`src/rtl/core/i3ctb_pkg.sv`:
```
package i3ctb_pkg;

    localparam int unsigned MAX_BUFFER_BYTES = 256;

    localparam int unsigned SIZE_CFG_W = 9;
    localparam int unsigned MAGIC_W    = 8;
    localparam int unsigned DELAY_W    = 32;
    localparam int unsigned ADDR7_W    = 7;
    localparam int unsigned CFG_DATA_W = 32;
    localparam int unsigned CFG_IDX_W  = 2;

    localparam logic [SIZE_CFG_W-1:0] BUFFER_SIZE_RST = 9'd256;
    localparam logic [MAGIC_W-1:0]    MAGIC_RST       = 8'h00;
    localparam logic [DELAY_W-1:0]    DELAY_RST       = 32'd1000000;
    localparam logic [ADDR7_W-1:0]    TARGET_ADDR_RST = 7'd0;

    typedef enum logic [2:0] {
        FN_STOP    = 3'd0,
        FN_PWRITE  = 3'd1,
        FN_PREAD   = 3'd2,
        FN_CCC_WR  = 3'd3,
        FN_CCC_RD  = 3'd4,
        FN_TICK    = 3'd5,
        FN_OTHER   = 3'd6
    } func_t;

    typedef enum logic [CFG_IDX_W-1:0] {
        CFG_BUFFER_SIZE = 2'd0,
        CFG_MAGIC_BYTE  = 2'd1,
        CFG_IBI_DELAY   = 2'd2,
        CFG_TARGET_ADDR = 2'd3
    } cfg_idx_t;

    localparam logic [1:0] ST_OK      = 2'd0;
    localparam logic [1:0] ST_FULL    = 2'd1;
    localparam logic [1:0] ST_BAD_CCC = 2'd2;

    localparam logic [7:0] CCC_ENEC    = 8'h00;
    localparam logic [7:0] CCC_DISEC   = 8'h01;
    localparam logic [7:0] CCC_RSTDAA  = 8'h06;
    localparam logic [7:0] CCC_ENTDAA  = 8'h07;
    localparam logic [7:0] CCC_SETAASA = 8'h29;
    localparam logic [7:0] CCC_SETDASA = 8'h87;
    localparam logic [7:0] CCC_GETMWL  = 8'h8B;
    localparam logic [7:0] CCC_GETMRL  = 8'h8C;
    localparam logic [7:0] CCC_GETPID  = 8'h8D;
    localparam logic [7:0] CCC_GETBCR  = 8'h8E;
    localparam logic [7:0] CCC_GETDCR  = 8'h8F;
    localparam logic [7:0] CCC_GETMXDS = 8'h94;
    localparam logic [7:0] CCC_GETCAPS = 8'h95;

    localparam logic [7:0] CAPS_SECOND = 8'h01;

    typedef struct packed {
        logic [7:0]         read_data;
        logic               data_valid;
        logic [1:0]         status;
        logic               ibi_request;
        logic [ADDR7_W-1:0] ibi_address;
        logic               use_ram;
    } result_t;

endpackage

```
`src/rtl/core/i3c_target_buffer_device_core.sv`:
```
// I3C target with a byte buffer, CCC handling and a delayed in-band interrupt.
// The slave stream carries one bus event per transfer: s_tuser holds the event
// code, s_tdata the written byte and the first-byte-of-transfer flag, and
// s_tlast marks the last byte of a bus transfer. Every accepted event produces
// exactly one result on the master stream: read byte, status, IBI request and
// IBI address in m_tdata, and m_tuser set when the read byte is valid.
// The buffer lives in a RAM with a registered read port, which sets the first
// stage; the second stage is the output register. One event is accepted every
// cycle while the output drains. After reset the buffer RAM is cleared one
// entry per cycle, from the first address to the last; s_tready stays low
// during this pass, while configuration writes are taken at any time.
// When m_tready is low the output holds its result and one more result waits
// in the first stage; after that s_tready drops until the receiver catches up.
module i3c_target_buffer_device_core #(
    parameter int unsigned MAX_BUFFER_BYTES = i3ctb_pkg::MAX_BUFFER_BYTES
) (
    input  logic                             aclk,
    input  logic                             aresetn,
    input  logic                             cfg_we,
    input  logic [i3ctb_pkg::CFG_IDX_W-1:0]  cfg_addr,
    input  logic [i3ctb_pkg::CFG_DATA_W-1:0] cfg_wdata,
    input  logic                             s_tvalid,
    output logic                             s_tready,
    input  logic [15:0]                      s_tdata,   // write_data[7:0], first_of_transfer[8]
    input  logic [2:0]                       s_tuser,   // func[2:0]
    input  logic                             s_tlast,
    output logic                             m_tvalid,
    input  logic                             m_tready,
    // read_data[7:0], status[9:8], ibi_request[10], ibi_address[17:11]
    output logic [23:0]                      m_tdata,
    output logic                             m_tuser    // data_valid
);

    logic               acc;
    logic               busy;
    logic [7:0]         ram_rdata;
    i3ctb_pkg::result_t res;

    logic               s1_valid_reg, s1_valid_next;
    i3ctb_pkg::result_t s1_res_reg;
    logic               s1_adv;

    logic               out_valid_reg, out_valid_next;
    logic [23:0]        out_data_reg;
    logic               out_user_reg;

    assign s1_adv   = s1_valid_reg && (!out_valid_reg || m_tready);
    assign s_tready = !busy && (!s1_valid_reg || s1_adv);
    assign acc      = s_tvalid && s_tready;

    i3ctb_ctrl #(
        .MAX_BUFFER_BYTES(MAX_BUFFER_BYTES)
    ) u_ctrl (
        .aclk     (aclk),
        .aresetn  (aresetn),
        .cfg_we   (cfg_we),
        .cfg_addr (cfg_addr),
        .cfg_wdata(cfg_wdata),
        .acc      (acc),
        .func     (s_tuser),
        .wdata    (s_tdata[7:0]),
        .first    (s_tdata[8]),
        .last     (s_tlast),
        .busy     (busy),
        .res      (res),
        .ram_rdata(ram_rdata)
    );

    always_comb begin
        s1_valid_next = s1_valid_reg;
        if (acc) begin
            s1_valid_next = 1'b1;
        end else if (s1_adv) begin
            s1_valid_next = 1'b0;
        end
        out_valid_next = out_valid_reg;
        if (s1_adv) begin
            out_valid_next = 1'b1;
        end else if (m_tready) begin
            out_valid_next = 1'b0;
        end
    end

    always_ff @(posedge aclk) begin
        if (!aresetn) begin
            s1_valid_reg  <= 1'b0;
            out_valid_reg <= 1'b0;
        end else begin
            s1_valid_reg  <= s1_valid_next;
            out_valid_reg <= out_valid_next;
        end
    end

    always_ff @(posedge aclk) begin
        if (acc) begin
            s1_res_reg <= res;
        end
        if (s1_adv) begin
            out_data_reg <= {6'b0, s1_res_reg.ibi_address, s1_res_reg.ibi_request,
                             s1_res_reg.status,
                             s1_res_reg.use_ram ? ram_rdata : s1_res_reg.read_data};
            out_user_reg <= s1_res_reg.data_valid;
        end
    end

    assign m_tvalid = out_valid_reg;
    assign m_tdata  = out_data_reg;
    assign m_tuser  = out_user_reg;

endmodule

```
`src/rtl/core/i3ctb_ram.sv`:
```
module i3ctb_ram #(
    parameter int unsigned WIDTH = 8,
    parameter int unsigned DEPTH = 256
) (
    input  logic                     aclk,
    input  logic                     we,
    input  logic [$clog2(DEPTH)-1:0] waddr,
    input  logic [WIDTH-1:0]         wdata,
    input  logic                     re,
    input  logic [$clog2(DEPTH)-1:0] raddr,
    output logic [WIDTH-1:0]         rdata
);

    logic [WIDTH-1:0] mem [DEPTH];
    logic [WIDTH-1:0] rdata_reg;

    always_ff @(posedge aclk) begin
        if (we) begin
            mem[waddr] <= wdata;
        end
        if (re) begin
            rdata_reg <= mem[raddr];
        end
    end

    assign rdata = rdata_reg;

endmodule

```
`src/rtl/core/i3ctb_ctrl.sv`:
```
module i3ctb_ctrl #(
    parameter int unsigned MAX_BUFFER_BYTES = i3ctb_pkg::MAX_BUFFER_BYTES
) (
    input  logic                              aclk,
    input  logic                              aresetn,
    input  logic                              cfg_we,
    input  logic [i3ctb_pkg::CFG_IDX_W-1:0]   cfg_addr,
    input  logic [i3ctb_pkg::CFG_DATA_W-1:0]  cfg_wdata,
    input  logic                              acc,
    input  logic [2:0]                        func,
    input  logic [7:0]                        wdata,
    input  logic                              first,
    input  logic                              last,
    output logic                              busy,
    output i3ctb_pkg::result_t                res,
    output logic [7:0]                        ram_rdata
);

    localparam int unsigned ADDR_W = $clog2(MAX_BUFFER_BYTES);
    localparam int unsigned SIZE_W = $clog2(MAX_BUFFER_BYTES + 1);
    localparam logic [15:0] MAX_SIZE = 16'(MAX_BUFFER_BYTES);
    localparam logic [ADDR_W-1:0] LAST_ADDR = ADDR_W'(MAX_BUFFER_BYTES - 1);

    logic [i3ctb_pkg::SIZE_CFG_W-1:0] size_cfg_reg;
    logic [i3ctb_pkg::MAGIC_W-1:0]    magic_reg;
    logic [i3ctb_pkg::DELAY_W-1:0]    delay_reg;
    logic [i3ctb_pkg::ADDR7_W-1:0]    taddr_reg;

    logic [SIZE_W-1:0] pos_reg, pos_next;
    logic [7:0]        cmd_reg, cmd_next;
    logic              cmd_valid_reg, cmd_valid_next;
    logic [1:0]        off_reg, off_next;
    logic              ien_reg, ien_next;
    logic [31:0]       cnt_reg, cnt_next;
    logic              armed_reg, armed_next;
    logic              clr_busy_reg, clr_busy_next;
    logic [ADDR_W-1:0] clr_cnt_reg, clr_cnt_next;

    logic [15:0]       size16;
    logic [SIZE_W-1:0] size;
    logic [7:0]        cmd_sel;
    logic [31:0]       cnt_dec;

    logic              ram_we;
    logic [ADDR_W-1:0] ram_waddr;
    logic [7:0]        ram_wdata;
    logic              ram_re;

    i3ctb_pkg::func_t fn;

    assign fn      = i3ctb_pkg::func_t'(func);
    assign size16  = (16'(size_cfg_reg) > MAX_SIZE) ? MAX_SIZE : 16'(size_cfg_reg);
    assign size    = size16[SIZE_W-1:0];
    assign cmd_sel = cmd_valid_reg ? cmd_reg : wdata;
    assign cnt_dec = (cnt_reg != 32'd0) ? cnt_reg - 32'd1 : 32'd0;
    assign busy    = clr_busy_reg;

    always_ff @(posedge aclk) begin
        if (!aresetn) begin
            size_cfg_reg <= i3ctb_pkg::BUFFER_SIZE_RST;
            magic_reg    <= i3ctb_pkg::MAGIC_RST;
            delay_reg    <= i3ctb_pkg::DELAY_RST;
            taddr_reg    <= i3ctb_pkg::TARGET_ADDR_RST;
        end else if (cfg_we) begin
            case (i3ctb_pkg::cfg_idx_t'(cfg_addr))
                i3ctb_pkg::CFG_BUFFER_SIZE: size_cfg_reg <= cfg_wdata[i3ctb_pkg::SIZE_CFG_W-1:0];
                i3ctb_pkg::CFG_MAGIC_BYTE:  magic_reg    <= cfg_wdata[i3ctb_pkg::MAGIC_W-1:0];
                i3ctb_pkg::CFG_IBI_DELAY:   delay_reg    <= cfg_wdata[i3ctb_pkg::DELAY_W-1:0];
                i3ctb_pkg::CFG_TARGET_ADDR: taddr_reg    <= cfg_wdata[i3ctb_pkg::ADDR7_W-1:0];
                default: ;
            endcase
        end
    end

    always_comb begin
        pos_next       = pos_reg;
        cmd_next       = cmd_reg;
        cmd_valid_next = cmd_valid_reg;
        off_next       = off_reg;
        ien_next       = ien_reg;
        cnt_next       = cnt_reg;
        armed_next     = armed_reg;
        clr_busy_next  = clr_busy_reg;
        clr_cnt_next   = clr_cnt_reg;
        res            = '0;
        ram_we         = 1'b0;
        ram_waddr      = clr_cnt_reg;
        ram_wdata      = 8'h00;
        ram_re         = 1'b0;

        if (clr_busy_reg) begin
            ram_we       = 1'b1;
            clr_cnt_next = clr_cnt_reg + 1'b1;
            if (clr_cnt_reg == LAST_ADDR) begin
                clr_busy_next = 1'b0;
            end
        end

        if (acc) begin
            case (fn)
                i3ctb_pkg::FN_STOP: begin
                    pos_next       = '0;
                    cmd_next       = 8'h00;
                    cmd_valid_next = 1'b0;
                    off_next       = 2'd0;
                end
                i3ctb_pkg::FN_PWRITE: begin
                    if (magic_reg != 8'h00 && first && last && wdata == magic_reg) begin
                        cnt_next   = (delay_reg == 32'd0) ? 32'd1 : delay_reg;
                        armed_next = 1'b1;
                    end else if (pos_reg >= size) begin
                        res.status = i3ctb_pkg::ST_FULL;
                    end else begin
                        ram_we    = 1'b1;
                        ram_waddr = pos_reg[ADDR_W-1:0];
                        ram_wdata = wdata;
                        pos_next  = pos_reg + 1'b1;
                    end
                end
                i3ctb_pkg::FN_PREAD: begin
                    if (pos_reg < size) begin
                        ram_re         = 1'b1;
                        res.use_ram    = 1'b1;
                        res.data_valid = 1'b1;
                        pos_next       = pos_reg + 1'b1;
                    end
                end
                i3ctb_pkg::FN_CCC_WR: begin
                    cmd_valid_next = 1'b1;
                    cmd_next       = cmd_sel;
                    case (cmd_sel)
                        i3ctb_pkg::CCC_ENEC:  ien_next = 1'b1;
                        i3ctb_pkg::CCC_DISEC: ien_next = 1'b0;
                        i3ctb_pkg::CCC_ENTDAA, i3ctb_pkg::CCC_SETAASA,
                        i3ctb_pkg::CCC_RSTDAA, i3ctb_pkg::CCC_SETDASA,
                        i3ctb_pkg::CCC_GETPID, i3ctb_pkg::CCC_GETBCR,
                        i3ctb_pkg::CCC_GETDCR, i3ctb_pkg::CCC_GETMWL,
                        i3ctb_pkg::CCC_GETMRL, i3ctb_pkg::CCC_GETMXDS,
                        i3ctb_pkg::CCC_GETCAPS: ;
                        default: res.status = i3ctb_pkg::ST_BAD_CCC;
                    endcase
                end
                i3ctb_pkg::FN_CCC_RD: begin
                    if (!cmd_valid_reg) begin
                        res.status = i3ctb_pkg::ST_BAD_CCC;
                    end else begin
                        case (cmd_reg)
                            i3ctb_pkg::CCC_GETMXDS, i3ctb_pkg::CCC_GETCAPS,
                            i3ctb_pkg::CCC_GETMWL, i3ctb_pkg::CCC_GETMRL: begin
                                if (off_reg < 2'd2) begin
                                    if (cmd_reg == i3ctb_pkg::CCC_GETMXDS) begin
                                        res.read_data = 8'h00;
                                    end else if (cmd_reg == i3ctb_pkg::CCC_GETCAPS) begin
                                        res.read_data = (off_reg == 2'd0) ? 8'h00
                                                                          : i3ctb_pkg::CAPS_SECOND;
                                    end else begin
                                        res.read_data = (off_reg == 2'd0) ? size16[15:8]
                                                                          : size16[7:0];
                                    end
                                    res.data_valid = 1'b1;
                                    off_next       = off_reg + 2'd1;
                                end
                            end
                            i3ctb_pkg::CCC_ENTDAA, i3ctb_pkg::CCC_GETPID,
                            i3ctb_pkg::CCC_GETBCR, i3ctb_pkg::CCC_GETDCR: ;
                            default: res.status = i3ctb_pkg::ST_BAD_CCC;
                        endcase
                    end
                end
                i3ctb_pkg::FN_TICK: begin
                    if (armed_reg) begin
                        cnt_next = cnt_dec;
                        if (cnt_dec == 32'd0) begin
                            armed_next = 1'b0;
                            if (ien_reg) begin
                                res.ibi_request = 1'b1;
                                res.ibi_address = taddr_reg;
                            end
                        end
                    end
                end
                default: ;
            endcase
        end
    end

    always_ff @(posedge aclk) begin
        if (!aresetn) begin
            pos_reg       <= '0;
            cmd_reg       <= 8'h00;
            cmd_valid_reg <= 1'b0;
            off_reg       <= 2'd0;
            ien_reg       <= 1'b0;
            cnt_reg       <= 32'd0;
            armed_reg     <= 1'b0;
            clr_busy_reg  <= 1'b1;
            clr_cnt_reg   <= '0;
        end else begin
            pos_reg       <= pos_next;
            cmd_reg       <= cmd_next;
            cmd_valid_reg <= cmd_valid_next;
            off_reg       <= off_next;
            ien_reg       <= ien_next;
            cnt_reg       <= cnt_next;
            armed_reg     <= armed_next;
            clr_busy_reg  <= clr_busy_next;
            clr_cnt_reg   <= clr_cnt_next;
        end
    end

    i3ctb_ram #(
        .WIDTH(8),
        .DEPTH(MAX_BUFFER_BYTES)
    ) u_store (
        .aclk (aclk),
        .we   (ram_we),
        .waddr(ram_waddr),
        .wdata(ram_wdata),
        .re   (ram_re),
        .raddr(pos_reg[ADDR_W-1:0]),
        .rdata(ram_rdata)
    );

endmodule

```
`config.mk`:
```
export PLATFORM = sky130hd
export DESIGN_NAME = i3c_target_buffer_device_core
export DESIGN_NICKNAME = d
export VERILOG_FILES = /design/src/rtl/core/i3ctb_pkg.sv /design/src/rtl/core/i3c_target_buffer_device_core.sv /design/src/rtl/core/i3ctb_ram.sv /design/src/rtl/core/i3ctb_ctrl.sv
export SDC_FILE = /design/constraint.sdc
export NUM_CORES = 2
export LEC_CHECK = 0
export CAP_MARGIN = 40
export CORE_MARGIN = 1
export CORE_UTILIZATION = 25
export CTS_CLUSTER_DIAMETER = 40
export CTS_CLUSTER_SIZE = 10
export DETAILED_ROUTE_END_ITERATION = 10
export DONT_BUFFER_PORTS = 1
export PLACE_DENSITY = 0.34
export REMOVE_ABC_BUFFERS = 1
export SETUP_SLACK_MARGIN = 0.3
export SLEW_MARGIN = 20
export SYNTH_ARGS = -nofsm -noshare
export SYNTH_HDL_FRONTEND = slang
export SYNTH_SLANG_ARGS = --single-unit
```
`constraint.sdc`:
```
create_clock -name aclk -period 16.3 [get_ports aclk]
set_input_delay 2.445 -clock aclk [delete_from_list [all_inputs] [get_ports aclk]]
set_output_delay 2.445 -clock aclk [all_outputs]
set_load 0.005 [all_outputs]
```
==> metrics <==
top cell type's share of synthesized area=0.716; Setup Buffers After CTS=0; Yosys warnings=0; TNS Setup=0 ps; Crit Path Category=flip-flop to flip-flop; Die Width=just under 600 microns; Post-Synthesis Cell Area=87900 sq um; number of flops mapped to enable cells by yosys=around 2100; DIE AREA=~350000 sq um; CTS tree=built; mux cell area share after synthesis=0.171; Routed WL=276000 microns; IO buf count=0; dpl hpwl=173000 microns; first drt pass iteration count=5; dominant cells by area after synthesis=edfxtp_1 (72%), mux4_2 (16%), dfxtp_1 (2.8%); post-cts repair resize count=0; CP max stage cell=buf_4; Worst Path Required=16940 ps; Root Buffer=clkbuf_16; placed cell count=9065; initial core utilization=0.251; register area=~65000 sq um; Worst-path clk slew=50 ps; Unique masters post-synth=72; layout cells sized above 1=0.337; CTS Hold Bufs=0; Core Rows=between 200 and 250; crit path from=u_ctrl.pos_reg[0]; Compound-Gate Fraction of Synth Area=0.0220; number of flip-flops in the largest register=~2000; max-cap violations=0; worst-path maximum fanout=54; non-filler cells, final=just under 10000; DP Worst Slack=about 9000 ps; Leak=a little under 0.04 uW; PnR Total Power=15100 uW; Final GP Congestion=~0.73; Final Max Tran Viols=0; ANT nets after route=0; Critical Path Max Stage Delay=700 ps; Critical Path Sink Type=flip-flop; pin count of the biggest net entering global routing=200; final net count=5012; Synth Area in Simple Gates=0.0422; crit path to=u_ctrl.u_store.rdata[2]; core area=350000 sq um; total track usage=0.154; Fmax=148 MHz; first-pass GRT wire length=388000 microns; Adder-Cell Fraction of Synth Area=0.00185; grt ovf=0; crit-path most repeated cell=buf_4; syn avg cell area=20.0 sq um; outcome=complete, no violations; cell chain of the critical path=buf_4 -> buf_4 -> buf_4 -> buf_12 -> buf_4 -> mux4_2 -> mux4_2 -> mux4_2 -> o32ai_1 -> nor3_1; R2R Path Start=u_ctrl.pos_reg[0]; RSZ-0062 raised after global routing=false; final hold vios=0; post-synth top area cell=edfxtp_1; Die Y=595 microns; IR Drop Worst-Case VDD=0.0857 mV; Worst Hold Class=flip-flop to flip-flop; Slew HR=0.335; IO Count=86; largest family of logic cells by synthesized area=multiplexers; vias in the first global route=47700; # setup viols final=0; vias=around 45000; asr flop ratio synth=0; clk_lat worst skew=940 ps; setup slack, reg-to-reg=9550 ps; Worst Max-Slew Pin Slew=~1000 ps; Crit Reg-Reg Endpoint=u_ctrl.u_store.rdata[2]; crit start category=flip-flop; P per Cell Area=137 nW/um^2; shortest period the worst path allows=6750 ps; Fill cells=33600; Layout area overhead=25.9%; Routed wire per std cell=27.9 microns; Inserted Clock Buffers=approximately 420; Worst Reg-to-Reg Cells=10; Synth Flop Type=edfxtp_1; DRT iter0 DRCs=3506; Crit path arrival time=7390 ps; DRC=0; Setup WS post-layout=9550 ps; flops & latches, synth=2216; Core Util, Final=0.316; fin crit share=0.414; initial antenna violation count=16; Vias/cell=4.57; Max Clock Skew=a little over 60 ps; register area share after synthesis=0.743; Post-Synthesis Cells=4399; XOR/XNOR Fraction of Synth Area=0.00289; Multi-input gate area=21400 sq um; CTS sink cnt=2216; htree depth=5; Clock Path Buffers=4
-- synth_stat cells (7+ instances only) --
library cell and n:
dfxtp_1 121, mux2_2 22, a2111oi_0 8, buf_6 9
buf_1 22, xnor2_1 9, edfxtp_1 2095, inv_1 25
a211oi_1 16, xor2_1 20, mux4_2 623, or2_2 7
nor4_1 30, buf_4 40, o41ai_1 7, nor3_1 55
nand2b_1 16, nand2_1 199, nor2_1 383, o21ai_0 44
nand4_1 14, nor2b_1 18, or4_1 7, nand3_1 20
and2_1 29, ha_1 13, o22ai_1 21, a21oi_1 95
a221oi_1 11, clkbuf_1 108, a31oi_1 11, mux2i_1 78
a22oi_1 31, or3_1 15, buf_2 87, o31ai_1 11
-- layout by cell type, fill, tap and decap left out, drive strengths merged, types with 60 or more instances in the layout --
| cell type | instances |
|---|---|
| nand2 | 199 |
| a21oi | 95 |
| buf | 383 |
| mux2i | 79 |
| dfxtp | 121 |
| edfxtp | 2095 |
| bufinv | 64 |
| clkinv | 159 |
| nor2 | 383 |
| clkbuf | 470 |
| mux4 | 623 |
| clkinvlp | 60 |
-- per-stage QoR --
step / hold WS [ps] / instance area, sq um
after floorplan: 400 / 86600
after global placement: 402 / 93400
after detailed placement: 405 / 95400
after CTS: 415 / 110000
after global routing: 421 / 111000
final: 416 / 111000
-- critical path, delay by kind of cell, from the launching register on --
family / cells / cell delay, ps
compound gates: 1 / 660
buf+inv: 5 / 3050
flops: 1 / 690
mux: 3 / 1750
simple gates: 1 / 130
-- layer usage --
layer / GRT usage / vias up / share of wire
li1: - / 19400 / -
met1: 0.214 / 24400 / 0.46
met2: 0.249 / 1092 / 0.47
met3: 0.0246 / 380 / 0.041
met4: 0.0444 / 0 / 0.026
met5: 0 / - / 0
-- logic make-up after synthesis --
group                      Yosys count
AOI/OAI and AO/OA                  300
xor gates and xnor gates            29
adders and majority gates           13
buffers and inverters              293
DFF                               2216
muxes                              724
other                                1
and+or+nand+nor                    823
-- layout make-up --
| cell class | instances | area share |
|---|---|---|
| clock buffer | 470 | 0.0985 |
| clock inverter | 309 | 0.0328 |
| tap | 4599 | 0.0520 |
| antenna | 3 | 0.0000679 |
| timing repair buffer | 383 | 0.0316 |
| inverter | 27 | 0.000939 |
| multi-input combinational | 1895 | 0.193 |
| sequential | 2216 | 0.591 |
-- power by group --
group / leakage (uW) / total [uW] / switching [uW] / internal (uW)
sequential: 0.0248 / 6170 / 8.64 / 6160
combinational: 0.00784 / 101 / 72.2 / 28.7
clock: 0.00696 / 8850 / 3030 / 5830
-- how the worst min path moves through the flow --
stage	start	endpoint	cells after the start
after floorplan	s1_res_reg[8]	m_tdata[10]	0
after global placement	s1_res_reg[8]	m_tdata[10]	0
after detailed placement	s1_res_reg[2]	m_tdata[12]	0
after CTS	s1_res_reg[3]	m_tdata[13]	0
after global routing	s1_res_reg[7]	m_tdata[17]	0
final	s1_res_reg[7]	m_tdata[17]	0
Note: power is estimated with default switching activity, not from simulation.
